--- config.mk ---
export PLATFORM = sky130hd
export DESIGN_NAME = izhikevich_neuron_step
export DESIGN_NICKNAME = d
export VERILOG_FILES = /design/src/hdl/izh_pkg.sv /design/src/hdl/izh_sequencer.sv /design/src/hdl/izh_datapath.sv /design/src/hdl/izhikevich_neuron_step.sv
export SDC_FILE = /design/constraint.sdc
export NUM_CORES = 2
export LEC_CHECK = 0
export ABC_AREA = 1
export BUFFER_PORTS_ARGS = -buffer_cell sky130_fd_sc_hd__buf_2
export CAP_MARGIN = 20
export CELL_PAD_IN_SITES_DETAIL_PLACEMENT = 0
export CELL_PAD_IN_SITES_GLOBAL_PLACEMENT = 1
export CORE_MARGIN = 10
export CORE_UTILIZATION = 47
export CTS_BUF_LIST = sky130_fd_sc_hd__clkbuf_8
export CTS_CLUSTER_DIAMETER = 40
export DETAILED_ROUTE_END_ITERATION = 7
export PLACE_DENSITY_LB_ADDON = 0.1
export SLEW_MARGIN = 15
export SYNTH_ARGS = -nofsm -noshare
export SYNTH_HDL_FRONTEND = slang
export SYNTH_HIERARCHICAL = 1
export SYNTH_SLANG_ARGS = --single-unit
--- constraint.sdc ---
create_clock -name clk -period 10.1 [get_ports clk]
set_clock_uncertainty 0.05 [all_clocks]
set_input_delay 1.01 -clock clk [delete_from_list [all_inputs] [get_ports clk]]
set_output_delay 1.01 -clock clk [all_outputs]
set_load 0.03 [all_outputs]
--- src/hdl/izh_pkg.sv ---
package izh_pkg;

	typedef logic signed [31:0] word_t;

	localparam int QOne = 65536;
	localparam int CurrentGain = 200;
	localparam word_t WordMax = 32'sh7fffffff;
	localparam word_t WordMin = -32'sh80000000;
	localparam word_t CurLimitQ = 32'sd39321600;
	localparam word_t CurLimitNegQ = -32'sd39321600;
	localparam word_t QOneW = 32'sd65536;
	localparam word_t QOneNegW = -32'sd65536;
	// ceil(2^35 / 11), exact floor(n / 11) for any 32-bit n after >> 35
	localparam logic [31:0] DivMagic = 32'hBA2E8BA3;
	localparam int DivShift = 35;

	typedef enum logic [2:0] {
		REG_REST_VOLTAGE,
		REG_THRESHOLD_VOLTAGE,
		REG_QUAD_GAIN,
		REG_INPUT_GAIN,
		REG_RECOVERY_RATE,
		REG_RECOVERY_SENSITIVITY,
		REG_RESET_VOLTAGE,
		REG_RECOVERY_JUMP
	} reg_idx_t;

	typedef struct packed {
		word_t rest_voltage;
		word_t threshold_voltage;
		word_t quad_gain;
		word_t input_gain;
		word_t recovery_rate;
		word_t recovery_sensitivity;
		word_t reset_voltage;
		word_t recovery_jump;
	} cfg_t;

	localparam cfg_t CfgReset = '{
		rest_voltage:         -32'sd4259840,
		threshold_voltage:    -32'sd2621440,
		quad_gain:            32'sd459,
		input_gain:           32'sd65,
		recovery_rate:        32'sd197,
		recovery_sensitivity: -32'sd131072,
		reset_voltage:        -32'sd3276800,
		recovery_jump:        32'sd6553600
	};

	// alu operand and destination selects
	typedef enum logic [2:0] {
		ASRC_ZERO, ASRC_V, ASRC_U, ASRC_I, ASRC_ACC, ASRC_P16, ASRC_PRAW, ASRC_TEN
	} asrc_t;

	typedef enum logic [2:0] {
		BSRC_ZERO, BSRC_REST, BSRC_THR, BSRC_U, BSRC_P16, BSRC_P16_GATED, BSRC_I,
		BSRC_WEIGHT
	} bsrc_t;

	typedef enum logic [2:0] {
		DST_NONE, DST_DV, DST_DTH, DST_TMP, DST_UNEW, DST_ACC, DST_NEG, DST_CUR
	} dst_t;

	// multiplier operand selects
	typedef enum logic [2:0] {
		MA_I, MA_DV, MA_RB, MA_GIN, MA_RA, MA_KQ, MA_NEG
	} ma_t;

	typedef enum logic [2:0] {
		MB_C200, MB_DV, MB_TMP, MB_U, MB_DTH, MB_MAGIC
	} mb_t;

	typedef enum logic [1:0] {
		JMP_NEXT, JMP_ALWAYS, JMP_CUR_OOR
	} jmp_t;

	typedef enum logic [1:0] {
		FIN_NONE, FIN_DONE, FIN_COMMIT
	} fin_t;

	localparam int UcodeDepth = 15;
	localparam int PcW = $clog2(UcodeDepth);
	typedef logic [PcW-1:0] pc_t;

	localparam pc_t TickEntry = pc_t'(0);
	localparam pc_t DeliverEntry = pc_t'(12);
	localparam pc_t DeliverSkip = pc_t'(14);

	typedef struct packed {
		asrc_t a;
		bsrc_t b;
		logic  sub;
		dst_t  dst;
		logic  mul_en;
		ma_t   ma;
		mb_t   mb;
		jmp_t  jmp;
		pc_t   target;
		fin_t  fin;
	} uword_t;

	typedef struct packed {
		logic   step;
		uword_t word;
	} ctrl_t;

	typedef struct packed {
		logic cur_out_of_range;
	} status_t;

	typedef struct packed {
		logic  spike;
		word_t membrane_sample;
		word_t current_sample;
	} result_t;

	function automatic uword_t uw(input asrc_t a, input bsrc_t b, input logic sub,
			input dst_t dst, input logic mul_en, input ma_t ma, input mb_t mb,
			input jmp_t jmp, input pc_t target, input fin_t fin);
		uword_t w;
		w.a = a;
		w.b = b;
		w.sub = sub;
		w.dst = dst;
		w.mul_en = mul_en;
		w.ma = ma;
		w.mb = mb;
		w.jmp = jmp;
		w.target = target;
		w.fin = fin;
		return w;
	endfunction

	// control store: tick program from TickEntry, deliver program from DeliverEntry
	function automatic uword_t ucode_rom(input pc_t pc);
		uword_t w;
		unique case (pc)
			pc_t'(0): w = uw(ASRC_V, BSRC_REST, 1'b1, DST_DV, 1'b1, MA_I, MB_C200,
				JMP_NEXT, TickEntry, FIN_NONE);
			pc_t'(1): w = uw(ASRC_PRAW, BSRC_ZERO, 1'b0, DST_TMP, 1'b1, MA_RB, MB_DV,
				JMP_NEXT, TickEntry, FIN_NONE);
			pc_t'(2): w = uw(ASRC_P16, BSRC_U, 1'b1, DST_TMP, 1'b1, MA_GIN, MB_TMP,
				JMP_NEXT, TickEntry, FIN_NONE);
			pc_t'(3): w = uw(ASRC_V, BSRC_P16_GATED, 1'b0, DST_ACC, 1'b1, MA_RA, MB_TMP,
				JMP_NEXT, TickEntry, FIN_NONE);
			pc_t'(4): w = uw(ASRC_U, BSRC_P16, 1'b0, DST_UNEW, 1'b1, MA_GIN, MB_U,
				JMP_NEXT, TickEntry, FIN_NONE);
			pc_t'(5): w = uw(ASRC_ACC, BSRC_P16, 1'b1, DST_ACC, 1'b0, MA_I, MB_C200,
				JMP_NEXT, TickEntry, FIN_NONE);
			pc_t'(6): w = uw(ASRC_V, BSRC_THR, 1'b1, DST_DTH, 1'b0, MA_I, MB_C200,
				JMP_NEXT, TickEntry, FIN_NONE);
			pc_t'(7): w = uw(ASRC_TEN, BSRC_I, 1'b1, DST_NEG, 1'b1, MA_DV, MB_DTH,
				JMP_NEXT, TickEntry, FIN_NONE);
			pc_t'(8): w = uw(ASRC_P16, BSRC_ZERO, 1'b0, DST_DTH, 1'b0, MA_I, MB_C200,
				JMP_NEXT, TickEntry, FIN_NONE);
			pc_t'(9): w = uw(ASRC_ZERO, BSRC_ZERO, 1'b0, DST_NONE, 1'b1, MA_KQ, MB_DTH,
				JMP_NEXT, TickEntry, FIN_NONE);
			pc_t'(10): w = uw(ASRC_ACC, BSRC_P16, 1'b0, DST_ACC, 1'b1, MA_NEG, MB_MAGIC,
				JMP_NEXT, TickEntry, FIN_NONE);
			pc_t'(11): w = uw(ASRC_ZERO, BSRC_ZERO, 1'b0, DST_NONE, 1'b0, MA_I, MB_C200,
				JMP_NEXT, TickEntry, FIN_COMMIT);
			pc_t'(12): w = uw(ASRC_ZERO, BSRC_ZERO, 1'b0, DST_NONE, 1'b0, MA_I, MB_C200,
				JMP_CUR_OOR, DeliverSkip, FIN_NONE);
			pc_t'(13): w = uw(ASRC_I, BSRC_WEIGHT, 1'b0, DST_CUR, 1'b0, MA_I, MB_C200,
				JMP_NEXT, TickEntry, FIN_DONE);
			default: w = uw(ASRC_ZERO, BSRC_ZERO, 1'b0, DST_NONE, 1'b0, MA_I, MB_C200,
				JMP_NEXT, TickEntry, FIN_DONE);
		endcase
		return w;
	endfunction

endpackage

--- src/hdl/izh_sequencer.sv ---
module izh_sequencer (
	input  logic              clk,
	input  logic              arst_n,
	input  logic              start,
	input  logic              command,
	input  logic              out_hold,
	input  izh_pkg::status_t  status,
	output logic              idle,
	output izh_pkg::ctrl_t    ctrl
);

	logic             busy_q;
	izh_pkg::pc_t     pc_q;
	izh_pkg::uword_t  word;
	logic             advance;
	logic             take;

	assign word = izh_pkg::ucode_rom(pc_q);
	// the commit step waits while the output register is still occupied
	assign advance = busy_q && !(word.fin == izh_pkg::FIN_COMMIT && out_hold);
	assign idle = !busy_q;
	assign ctrl.step = advance;
	assign ctrl.word = word;

	always_comb begin
		unique case (word.jmp)
			izh_pkg::JMP_NEXT:    take = 1'b0;
			izh_pkg::JMP_ALWAYS:  take = 1'b1;
			izh_pkg::JMP_CUR_OOR: take = status.cur_out_of_range;
			default:              take = 1'b0;
		endcase
	end

	always_ff @(posedge clk or negedge arst_n) begin
		if (!arst_n) begin
			busy_q <= 1'b0;
			pc_q <= izh_pkg::TickEntry;
		end else if (!busy_q) begin
			if (start) begin
				busy_q <= 1'b1;
				pc_q <= command ? izh_pkg::TickEntry : izh_pkg::DeliverEntry;
			end
		end else if (advance) begin
			if (word.fin != izh_pkg::FIN_NONE) begin
				busy_q <= 1'b0;
			end else if (take) begin
				pc_q <= word.target;
			end else begin
				pc_q <= pc_q + izh_pkg::pc_t'(1);
			end
		end
	end

endmodule

--- src/hdl/izh_datapath.sv ---
module izh_datapath #(
	parameter int REFRACTORY_STEPS = 20,
	parameter int PEAK_MV = 30
) (
	input  logic                clk,
	input  logic                arst_n,
	input  izh_pkg::ctrl_t      ctrl,
	input  izh_pkg::cfg_t       cfg,
	input  logic                load,
	input  logic signed [31:0]  weight,
	output izh_pkg::status_t    status,
	output izh_pkg::result_t    result
);

	localparam logic [7:0] RefrLoad = 8'(REFRACTORY_STEPS);
	localparam logic signed [31:0] PeakQ = 32'(PEAK_MV * izh_pkg::QOne);
	localparam int AccW = 36;
	localparam int MulW = 33;
	localparam int ProdW = 2 * MulW;

	function automatic izh_pkg::word_t sat_acc(input logic signed [AccW-1:0] x);
		if (x > AccW'(izh_pkg::WordMax)) begin
			return izh_pkg::WordMax;
		end else if (x < AccW'(izh_pkg::WordMin)) begin
			return izh_pkg::WordMin;
		end
		return x[31:0];
	endfunction

	function automatic izh_pkg::word_t sat_prod(input logic signed [ProdW-1:0] x);
		if (x > ProdW'(izh_pkg::WordMax)) begin
			return izh_pkg::WordMax;
		end else if (x < ProdW'(izh_pkg::WordMin)) begin
			return izh_pkg::WordMin;
		end
		return x[31:0];
	endfunction

	// architectural state
	izh_pkg::word_t  membrane_q;
	izh_pkg::word_t  recovery_q;
	izh_pkg::word_t  current_q;
	logic [7:0]      timer_q;

	// scratch registers of the tick program
	izh_pkg::word_t           weight_q;
	izh_pkg::word_t           dv_q;
	izh_pkg::word_t           dth_q;
	izh_pkg::word_t           tmp_q;
	izh_pkg::word_t           unew_q;
	logic signed [AccW-1:0]   acc_q;
	logic [31:0]              neg_q;
	logic signed [ProdW-1:0]  prod_q;

	izh_pkg::uword_t          w;
	logic                     commit;
	izh_pkg::word_t           p16;
	izh_pkg::word_t           praw;
	izh_pkg::word_t           q_div;
	logic signed [AccW-1:0]   a_val;
	logic signed [AccW-1:0]   b_val;
	logic signed [AccW-1:0]   alu_sum;
	izh_pkg::word_t           alu_sat;
	logic signed [MulW-1:0]   mul_a;
	logic signed [MulW-1:0]   mul_b;
	logic signed [ProdW-1:0]  prod_d;

	izh_pkg::word_t  v_sat;
	izh_pkg::word_t  v_clamp;
	logic            spike;
	izh_pkg::word_t  u_jump;
	logic [7:0]      timer_load;
	logic [7:0]      timer_next;
	izh_pkg::word_t  cur_dec;
	izh_pkg::word_t  cur_next;

	assign w = ctrl.word;
	assign commit = ctrl.step && (w.fin == izh_pkg::FIN_COMMIT);

	assign p16 = sat_prod(prod_q >>> 16);
	assign praw = sat_prod(prod_q);
	assign q_div = {1'b0, prod_q[ProdW-1:izh_pkg::DivShift]};

	always_comb begin
		unique case (w.a)
			izh_pkg::ASRC_ZERO: a_val = '0;
			izh_pkg::ASRC_V:    a_val = AccW'(membrane_q);
			izh_pkg::ASRC_U:    a_val = AccW'(recovery_q);
			izh_pkg::ASRC_I:    a_val = AccW'(current_q);
			izh_pkg::ASRC_ACC:  a_val = acc_q;
			izh_pkg::ASRC_P16:  a_val = AccW'(p16);
			izh_pkg::ASRC_PRAW: a_val = AccW'(praw);
			izh_pkg::ASRC_TEN:  a_val = AccW'(10);
		endcase
	end

	always_comb begin
		unique case (w.b)
			izh_pkg::BSRC_ZERO:      b_val = '0;
			izh_pkg::BSRC_REST:      b_val = AccW'(cfg.rest_voltage);
			izh_pkg::BSRC_THR:       b_val = AccW'(cfg.threshold_voltage);
			izh_pkg::BSRC_U:         b_val = AccW'(recovery_q);
			izh_pkg::BSRC_P16:       b_val = AccW'(p16);
			// input current only counts outside the refractory period
			izh_pkg::BSRC_P16_GATED: b_val = (timer_q == 8'd0) ? AccW'(p16) : '0;
			izh_pkg::BSRC_I:         b_val = AccW'(current_q);
			izh_pkg::BSRC_WEIGHT:    b_val = AccW'(weight_q);
		endcase
	end

	assign alu_sum = w.sub ? (a_val - b_val) : (a_val + b_val);
	assign alu_sat = sat_acc(alu_sum);

	always_comb begin
		unique case (w.ma)
			izh_pkg::MA_I:   mul_a = MulW'(current_q);
			izh_pkg::MA_DV:  mul_a = MulW'(dv_q);
			izh_pkg::MA_RB:  mul_a = MulW'(cfg.recovery_sensitivity);
			izh_pkg::MA_GIN: mul_a = MulW'(cfg.input_gain);
			izh_pkg::MA_RA:  mul_a = MulW'(cfg.recovery_rate);
			izh_pkg::MA_KQ:  mul_a = MulW'(cfg.quad_gain);
			izh_pkg::MA_NEG: mul_a = {1'b0, neg_q};
			default:         mul_a = '0;
		endcase
	end

	always_comb begin
		unique case (w.mb)
			izh_pkg::MB_C200:  mul_b = MulW'(izh_pkg::CurrentGain);
			izh_pkg::MB_DV:    mul_b = MulW'(dv_q);
			izh_pkg::MB_TMP:   mul_b = MulW'(tmp_q);
			izh_pkg::MB_U:     mul_b = MulW'(recovery_q);
			izh_pkg::MB_DTH:   mul_b = MulW'(dth_q);
			izh_pkg::MB_MAGIC: mul_b = {1'b0, izh_pkg::DivMagic};
			default:           mul_b = '0;
		endcase
	end

	assign prod_d = mul_a * mul_b;

	// end of tick: clamp, spike, refractory timer and current decay
	assign v_sat = sat_acc(acc_q);
	assign v_clamp = (v_sat < cfg.reset_voltage) ? cfg.reset_voltage : v_sat;
	assign spike = (v_clamp >= PeakQ);
	assign u_jump = sat_acc(AccW'(unew_q) + AccW'(cfg.recovery_jump));
	assign timer_load = spike ? RefrLoad : timer_q;
	assign timer_next = (timer_load != 8'd0) ? (timer_load - 8'd1) : 8'd0;

	always_comb begin
		if (current_q > 32'sd0) begin
			cur_dec = current_q >>> 1;
		end else if (current_q < 32'sd0) begin
			// -(10m / 11) = ceil(m / 11) - m, ceil taken as floor((m + 10) / 11)
			cur_dec = current_q + q_div;
		end else begin
			cur_dec = '0;
		end
		if (cur_dec <= izh_pkg::QOneW && cur_dec >= izh_pkg::QOneNegW) begin
			cur_next = '0;
		end else begin
			cur_next = cur_dec;
		end
	end

	assign status.cur_out_of_range = (current_q > izh_pkg::CurLimitQ)
		|| (current_q < izh_pkg::CurLimitNegQ);

	assign result.spike = spike;
	assign result.membrane_sample = v_sat;
	assign result.current_sample = current_q;

	always_ff @(posedge clk or negedge arst_n) begin
		if (!arst_n) begin
			membrane_q <= izh_pkg::CfgReset.rest_voltage;
			recovery_q <= '0;
			current_q <= '0;
			timer_q <= '0;
		end else if (commit) begin
			membrane_q <= spike ? cfg.reset_voltage : v_clamp;
			recovery_q <= spike ? u_jump : unew_q;
			current_q <= cur_next;
			timer_q <= timer_next;
		end else if (ctrl.step && w.dst == izh_pkg::DST_CUR) begin
			current_q <= alu_sat;
		end
	end

	always_ff @(posedge clk) begin
		if (load) begin
			weight_q <= weight;
		end
		if (ctrl.step && w.mul_en) begin
			prod_q <= prod_d;
		end
		if (ctrl.step) begin
			unique case (w.dst)
				izh_pkg::DST_NONE: ;
				izh_pkg::DST_DV:   dv_q <= alu_sat;
				izh_pkg::DST_DTH:  dth_q <= alu_sat;
				izh_pkg::DST_TMP:  tmp_q <= alu_sat;
				izh_pkg::DST_UNEW: unew_q <= alu_sat;
				izh_pkg::DST_ACC:  acc_q <= alu_sum;
				izh_pkg::DST_NEG:  neg_q <= alu_sum[31:0];
				izh_pkg::DST_CUR:  ;
			endcase
		end
	end

endmodule

--- src/hdl/izhikevich_neuron_step.sv ---
// One Izhikevich neuron in signed Q16.16. A deliver item (command 0) adds its weight to the
// input current when that current lies within +/-600 and gives no result; a tick item
// (command 1) runs one Euler step and returns the spike flag with the membrane sample
// before the lower clamp and the current sample before decay. Items are processed one at
// a time by a 15-word microcode program driving one 33x33 multiplier and one adder: in_ready
// stays low from the transfer of an item until its program finishes, so no new item is taken
// before the last one is through; the last tick step waits while the previous result is still
// untaken. Configuration writes take effect on the next edge and belong in idle periods.
module izhikevich_neuron_step #(
	parameter int REFRACTORY_STEPS = 20,
	parameter int PEAK_MV = 30
) (
	input  logic                clk,
	input  logic                arst_n,
	input  logic                cfg_we,
	input  logic [2:0]          cfg_index,
	input  logic signed [31:0]  cfg_data,
	input  logic                in_valid,
	output logic                in_ready,
	input  logic                command,
	input  logic signed [31:0]  weight,
	output logic                out_valid,
	input  logic                out_ready,
	output logic                spike,
	output logic signed [31:0]  membrane_sample,
	output logic signed [31:0]  current_sample
);

	izh_pkg::cfg_t     cfg_q;
	izh_pkg::ctrl_t    ctrl;
	izh_pkg::status_t  status;
	izh_pkg::result_t  result;
	logic              idle;
	logic              in_xfer;
	logic              out_hold;
	logic              commit;
	logic              out_valid_q;
	logic              spike_q;
	izh_pkg::word_t    membrane_sample_q;
	izh_pkg::word_t    current_sample_q;

	assign in_ready = idle;
	assign in_xfer = in_valid && idle;
	assign out_hold = out_valid_q && !out_ready;
	assign commit = ctrl.step && (ctrl.word.fin == izh_pkg::FIN_COMMIT);

	always_ff @(posedge clk or negedge arst_n) begin
		if (!arst_n) begin
			cfg_q <= izh_pkg::CfgReset;
		end else if (cfg_we) begin
			unique case (izh_pkg::reg_idx_t'(cfg_index))
				izh_pkg::REG_REST_VOLTAGE:         cfg_q.rest_voltage <= cfg_data;
				izh_pkg::REG_THRESHOLD_VOLTAGE:    cfg_q.threshold_voltage <= cfg_data;
				izh_pkg::REG_QUAD_GAIN:            cfg_q.quad_gain <= cfg_data;
				izh_pkg::REG_INPUT_GAIN:           cfg_q.input_gain <= cfg_data;
				izh_pkg::REG_RECOVERY_RATE:        cfg_q.recovery_rate <= cfg_data;
				izh_pkg::REG_RECOVERY_SENSITIVITY: cfg_q.recovery_sensitivity <= cfg_data;
				izh_pkg::REG_RESET_VOLTAGE:        cfg_q.reset_voltage <= cfg_data;
				izh_pkg::REG_RECOVERY_JUMP:        cfg_q.recovery_jump <= cfg_data;
			endcase
		end
	end

	izh_sequencer u_seq (
		.clk      (clk),
		.arst_n   (arst_n),
		.start    (in_xfer),
		.command  (command),
		.out_hold (out_hold),
		.status   (status),
		.idle     (idle),
		.ctrl     (ctrl)
	);

	izh_datapath #(
		.REFRACTORY_STEPS (REFRACTORY_STEPS),
		.PEAK_MV          (PEAK_MV)
	) u_dp (
		.clk    (clk),
		.arst_n (arst_n),
		.ctrl   (ctrl),
		.cfg    (cfg_q),
		.load   (in_xfer),
		.weight (weight),
		.status (status),
		.result (result)
	);

	// output register, refilled only once the previous result has been transferred
	always_ff @(posedge clk or negedge arst_n) begin
		if (!arst_n) begin
			out_valid_q <= 1'b0;
		end else if (commit) begin
			out_valid_q <= 1'b1;
		end else if (out_ready) begin
			out_valid_q <= 1'b0;
		end
	end

	always_ff @(posedge clk) begin
		if (commit) begin
			spike_q <= result.spike;
			membrane_sample_q <= result.membrane_sample;
			current_sample_q <= result.current_sample;
		end
	end

	assign out_valid = out_valid_q;
	assign spike = spike_q;
	assign membrane_sample = membrane_sample_q;
	assign current_sample = current_sample_q;

	a_busy_after_xfer: assert property (@(posedge clk) disable iff (!arst_n)
		in_valid && in_ready |=> !in_ready)
		else $error("input taken while a previous item is still in work");

	a_commit_has_room: assert property (@(posedge clk) disable iff (!arst_n)
		commit |-> (!out_valid || out_ready))
		else $error("result committed over an untaken result");

	a_deliver_silent: assert property (@(posedge clk) disable iff (!arst_n)
		in_valid && in_ready && !command && !out_valid |=> !out_valid)
		else $error("deliver produced a result");

	a_commit_only_busy: assert property (@(posedge clk) disable iff (!arst_n)
		commit |-> !in_ready)
		else $error("commit step while the sequencer is idle");

endmodule
Word-level counts from Yosys, hierarchy flattened

Memories as Yosys holds them, arrays and structs flattened.
Cells that the tools add are included.

$add $sub $neg: 6
Multiply operators: 1
Order comparisons: 18
Equal/unequal tests: 44
Mux-type cells: 54
Reductions and logical operators: 38

Operators by type and width:

| kind                                                                | count |
|---|---|
| two-way mux 32 bit                                                  | 23 |
| case mux 36 bit (8 select lines)                                    | 2 |
| case mux 33 bit (7 select lines)                                    | 1 |
| case mux 33 bit (6 select lines)                                    | 1 |
| greater-than comparator 36 x 32 -> 1 bit, second input constant     | 3 |
| < comparator 36 x 32 -> 1 bit, second input constant                | 3 |
| two-way mux 36 bit                                                  | 2 |
| greater-than comparator 66 x 32 -> 1 bit, second input constant     | 1 |
| < comparator 66 x 32 -> 1 bit, second input constant                | 1 |
| multiplier 33 x 33 -> 66 bit                                        | 1 |
| equality test 3 bit, second input constant                          | 21 |
| greater-than comparator 50 x 32 -> 1 bit, second input constant     | 1 |
| < comparator 50 x 32 -> 1 bit, second input constant                | 1 |
| adder 36 bit                                                        | 1 |
| equality test 3 x 2 -> 1 bit, second input constant                 | 12 |
| subtractor 36 bit                                                   | 1 |
| adder 32 x 32 -> 33 bit                                             | 1 |
| adder 32 bit                                                        | 1 |
| greater-or-equal comparator 32 x 17 -> 1 bit, second input constant | 1 |
| greater-or-equal comparator 32 x 22 -> 1 bit, second input constant | 1 |
| greater-than comparator 32 x 1 -> 1 bit, second input constant      | 1 |
| greater-than comparator 32 x 27 -> 1 bit, second input constant     | 1 |
| less-or-equal comparator 32 x 18 -> 1 bit, second input constant    | 1 |
| < comparator 32 x 1 -> 1 bit, second input constant                 | 1 |
| other kinds (21)                                                    | 78 |

Register bits: 725
Bits in read-only memories: 368
Input bits: 73
Logic and storage cells: 188
Memories: 1

Memories:

| name            | depth | bits a word | read ports | clocked after Yosys merged registers in | wr ports | RTL line       | source |
|---|---|---|---|---|---|---|---|
| (no name shown) | 16    | 23          | 1          | 0                                       | 0        | izh_pkg.sv:137 | `unique case (pc)` |

Longest topological paths before layout

Depth in word-level cells: 14
Depth in mapped cells: 50

Modules after synthesis

The synthesis kept the hierarchy.

By module, submodules not included:

| module                 | instances | cells an instance | area an instance (sq um) | seq. area each (sq um) |
|---|---|---|---|---|
| izh_datapath           | 1         | 7679              | 65029.9                  | 11449.7 |
| izhikevich_neuron_step | 1         | 1218              | 12097.9                  | 8470.6 |
| izh_sequencer          | 1         | 107               | 737.0                    | 125.1 |

Worst setup path before layout

OpenSTA, ideal clock, no wires.

Kind: register to register
Start point: register u_seq.pc_q[0]
End point: register u_dp.prod_q[63] (data pin)
Arrival time: 9830 ps
Data required time: 9786 ps
Slack: -43 ps
Stages on the path, launching flop included: 34
Buffers on the path: 3
Cell sequence: dfrtp_1 inv_1 ha_1 nand2_2 a21oi_1 inv_1 nor3_1 clkbuf_1 clkbuf_1 nand2_1 and3_1 inv_1 clkbuf_1 nand2_1 fa_1 inv_1 fa_1 inv_1 fa_1 inv_1 fa_1 inv_1 fa_1 inv_1 fa_1 fa_1 fa_1 ha_1 nand2_1 o31ai_1 a21oi_1 o211ai_1 a31oi_1 xor2_1

RTL lines:

| item                     | RTL line            | source |
|---|---|---|
| start: declaration       | izh_sequencer.sv:13 | `izh_pkg::pc_t pc_q;` |
| start signal: assignment | izh_sequencer.sv:37 | `pc_q <= izh_pkg::TickEntry;` |
| start signal: assignment | izh_sequencer.sv:41 | `pc_q <= command ? izh_pkg::TickEntry : izh_pkg::DeliverEntry;` |
| start signal: assignment | izh_sequencer.sv:47 | `pc_q <= word.target;` |
| end signal: assignment   | izh_datapath.sv:193 | `prod_q <= prod_d;` |
| end: declaration         | izh_datapath.sv:53  | `logic signed [ProdW-1:0] prod_q;` |

==> flow_metrics.tcl <==
set metrics [dict create \
    outcome "completed" \
    drt_pre_antenna_iters 6 \
    maxClockFrequency_mhz 101 \
    grt_overflow_total 0 \
    floorplan.initialDensity_pct 47.2 \
    reg2reg_slack_ps 230 \
    nets 11107 \
    worst-slew-pin-transition_ps 1270 \
    grt_pass1_wl_mm 481 \
    syn_avg_cell_area_um2 8.65 \
    worst_setup_path_endpoint "u_dp/prod_q[43]" \
    clock_sink_count 725 \
    place.gp.congestion 1.03 \
    synthesis.yosys.warnings 6 \
    buffer_ports.inserted 139 \
    timing.rr.end "u_dp/prod_q[43]" \
    crit_top_cell "sky130_fd_sc_hd__fa_1" \
    synthesized_netlist_cell_count 8998 \
    max-slew-margin-rel_pct 15.1 \
    timing.final.hold_violations 0 \
    place.detailed.instances 11544 \
    rows 149 \
    worst_setup_startpoint "u_seq/pc_q[1]" \
    crit_slowest_cell "sky130_fd_sc_hd__fa_1" \
    post-route-min-period_ps 9870 \
    n_fill_cell 15420 \
    post-route-util_pct 54.3 \
    die_x_um 427 \
    critPathLaunchType "register" \
    io-pin-count 140 \
    timing.critical_path.required_ps 10610 \
    antenna_violations_before_repair 28 \
    reg2reg_depth 38 \
    registers.top_by_ff_count "cfg_q" \
    finalMaxSlewViolations 0 \
    slowest_delay_ps 550 \
    largest_registers "cfg_q x256, u_dp/prod_q x66, u_dp/acc_q x36" \
    post_synth_instance_area_um2 77800 \
    timing.critical_path.fanout_max 19 \
    detailedRoute.firstIterationViolations 8221 \
    instance_count_on_the_critical_path 38 \
    final-setup-viol-count 0 \
    drive_gt1_share_pct 14.2 \
    endpoint_kind "register" \
    drcViolationCount 0 \
    grt.total_usage_pct 36.6 \
    design.die.area_um2 182000 \
    clockRootBuffer "sky130_fd_sc_hd__clkbuf_8" \
    coreArea_um2 165000 \
    hp-class "input pin to async pin" \
    clock_tree_from_tritoncts "yes" \
    wire_per_inst_um 28.7 \
    insertion_delay_ps 910 \
    final_cell_count_no_fill 11847 \
    growth_of_design_area_from_synthesis_to_finish_pct 15.0 \
    vias_in_the_first_global_route 68116 \
    routed_wirelength_mm 340 \
    postSynthNetCount 10574 \
    grt_setup_unrepaired "true" \
    critical_path_arrival_ps 10380 \
    critPathBufInv 14 \
    finalCritPeriodShare_pct 97.7 \
    max_cap_viol_count 0 \
    ant_nets 0 \
    hpwlAfterDp_mm 271 \
    detailroute.via_count 68119 \
    route.detailed.vias_per_inst 5.75 \
    worstReg2RegStart "u_seq/pc_q[1]" \
    cts_max_level 4 \
    clockBufferDepth 3 \
    start_to_end_type_of_the_worst_setup_path "register to register" \
    die_y_um 427 \
    hold_buffers 0 \
    critPathTopFamily "adder cells" \
    grt_max_degree 85 \
    worst_setup_hold_path_clk_slew_ps 60 \
    numCtsBuffers 137 \
    largest_reg_flops 256 \
]
## timing repair
action,in CTS,in global routing
gates resized for setup,10,112
cloned,0,9
setup buffers,3,24
setup endpoints to repair,7,28
pin swaps,2,11
## worst min-delay path by stage
stage          depth (start not counted)            endpoint          startpoint  slack [ps]
5_1_grt                                1           cfg_q[25]              arst_n         150
3_5_place_dp                           2          cfg_q[241]          cfg_q[241]         400
6_report                               1           cfg_q[25]              arst_n         110
2_1_floorplan                          0  current_sample[31]  u_dp/current_q[31]         370
3_3_place_gp                           2          cfg_q[244]          cfg_q[244]         400
4_1_cts                                1           cfg_q[25]              arst_n          80
## through the flow
stage / TNS, ps / hold WS, ps / worst slack (ps) / instance area, µm²
CTS: 0 / 82.4 / 21.5 / 88600
floorplan: 0 / 373 / 293 / 77800
global placement: -1090 / 401 / -308 / 85600
global route: -334 / 154 / -91.6 / 89400
finish: 0 / 105 / 230 / 89500
detailed placement: -707 / 404 / -235 / 85600
## layout make-up
cell class | instances | area [µm²] | share of cell area (%)
well taps | 2189 | 2740 | 3.06
diodes | 15 | 37.5 | 0.0420
repair buffers | 829 | 7130 | 7.96
clock inverters | 97 | 756 | 0.845
inverters | 1676 | 6360 | 7.10
clock buffers | 154 | 2120 | 2.37
multi-input cells | 6162 | 50300 | 56.2
flip-flops and latches | 725 | 20000 | 22.4
## layer usage
metal | track usage, % | vias up | routed length (µm)
met5 | 0 | - | 96
met2 | 54.1 | 3675 | 146000
met1 | 49.2 | 34534 | 134000
li1 | - | 29198 | -
met4 | 17.4 | 14 | 18900
met3 | 11.1 | 698 | 39800
## layout by cell type (no fill, tap or decap), types with 15 or more instances in the layout
cell                            n
sky130_fd_sc_hd__a211oi_1      16
sky130_fd_sc_hd__a21oi_1      296
sky130_fd_sc_hd__a221oi_1      84
sky130_fd_sc_hd__a221oi_2      19
sky130_fd_sc_hd__a22o_1        45
sky130_fd_sc_hd__a31oi_1       49
sky130_fd_sc_hd__buf_12        82
sky130_fd_sc_hd__buf_2        139
sky130_fd_sc_hd__buf_4        586
sky130_fd_sc_hd__clkbuf_8     154
sky130_fd_sc_hd__clkinv_1      19
sky130_fd_sc_hd__clkinvlp_4    24
sky130_fd_sc_hd__dfrtp_1      281
sky130_fd_sc_hd__dfstp_2       85
sky130_fd_sc_hd__diode_2       15
sky130_fd_sc_hd__edfxtp_1     359
sky130_fd_sc_hd__fa_1        1146
sky130_fd_sc_hd__ha_1         350
sky130_fd_sc_hd__inv_1       1671
sky130_fd_sc_hd__inv_2         22
sky130_fd_sc_hd__nand2_1     2298
sky130_fd_sc_hd__nand2_2       39
sky130_fd_sc_hd__nand2_4       28
sky130_fd_sc_hd__nand3_1      292
sky130_fd_sc_hd__nand4_1       59
sky130_fd_sc_hd__nor2_1       507
sky130_fd_sc_hd__nor2_2        19
sky130_fd_sc_hd__nor3_1        56
sky130_fd_sc_hd__nor4_1        23
sky130_fd_sc_hd__o211ai_1      49
sky130_fd_sc_hd__o21a_1        19
sky130_fd_sc_hd__o21ai_0      270
sky130_fd_sc_hd__o21ai_1       26
sky130_fd_sc_hd__o22ai_1      116
sky130_fd_sc_hd__or2_2         17
sky130_fd_sc_hd__xnor2_1       62
sky130_fd_sc_hd__xor2_1        82
Power is left out: the tool's default activity adds up to more than one toggle a clock period on the data nets, which glitch-free logic cannot reach.
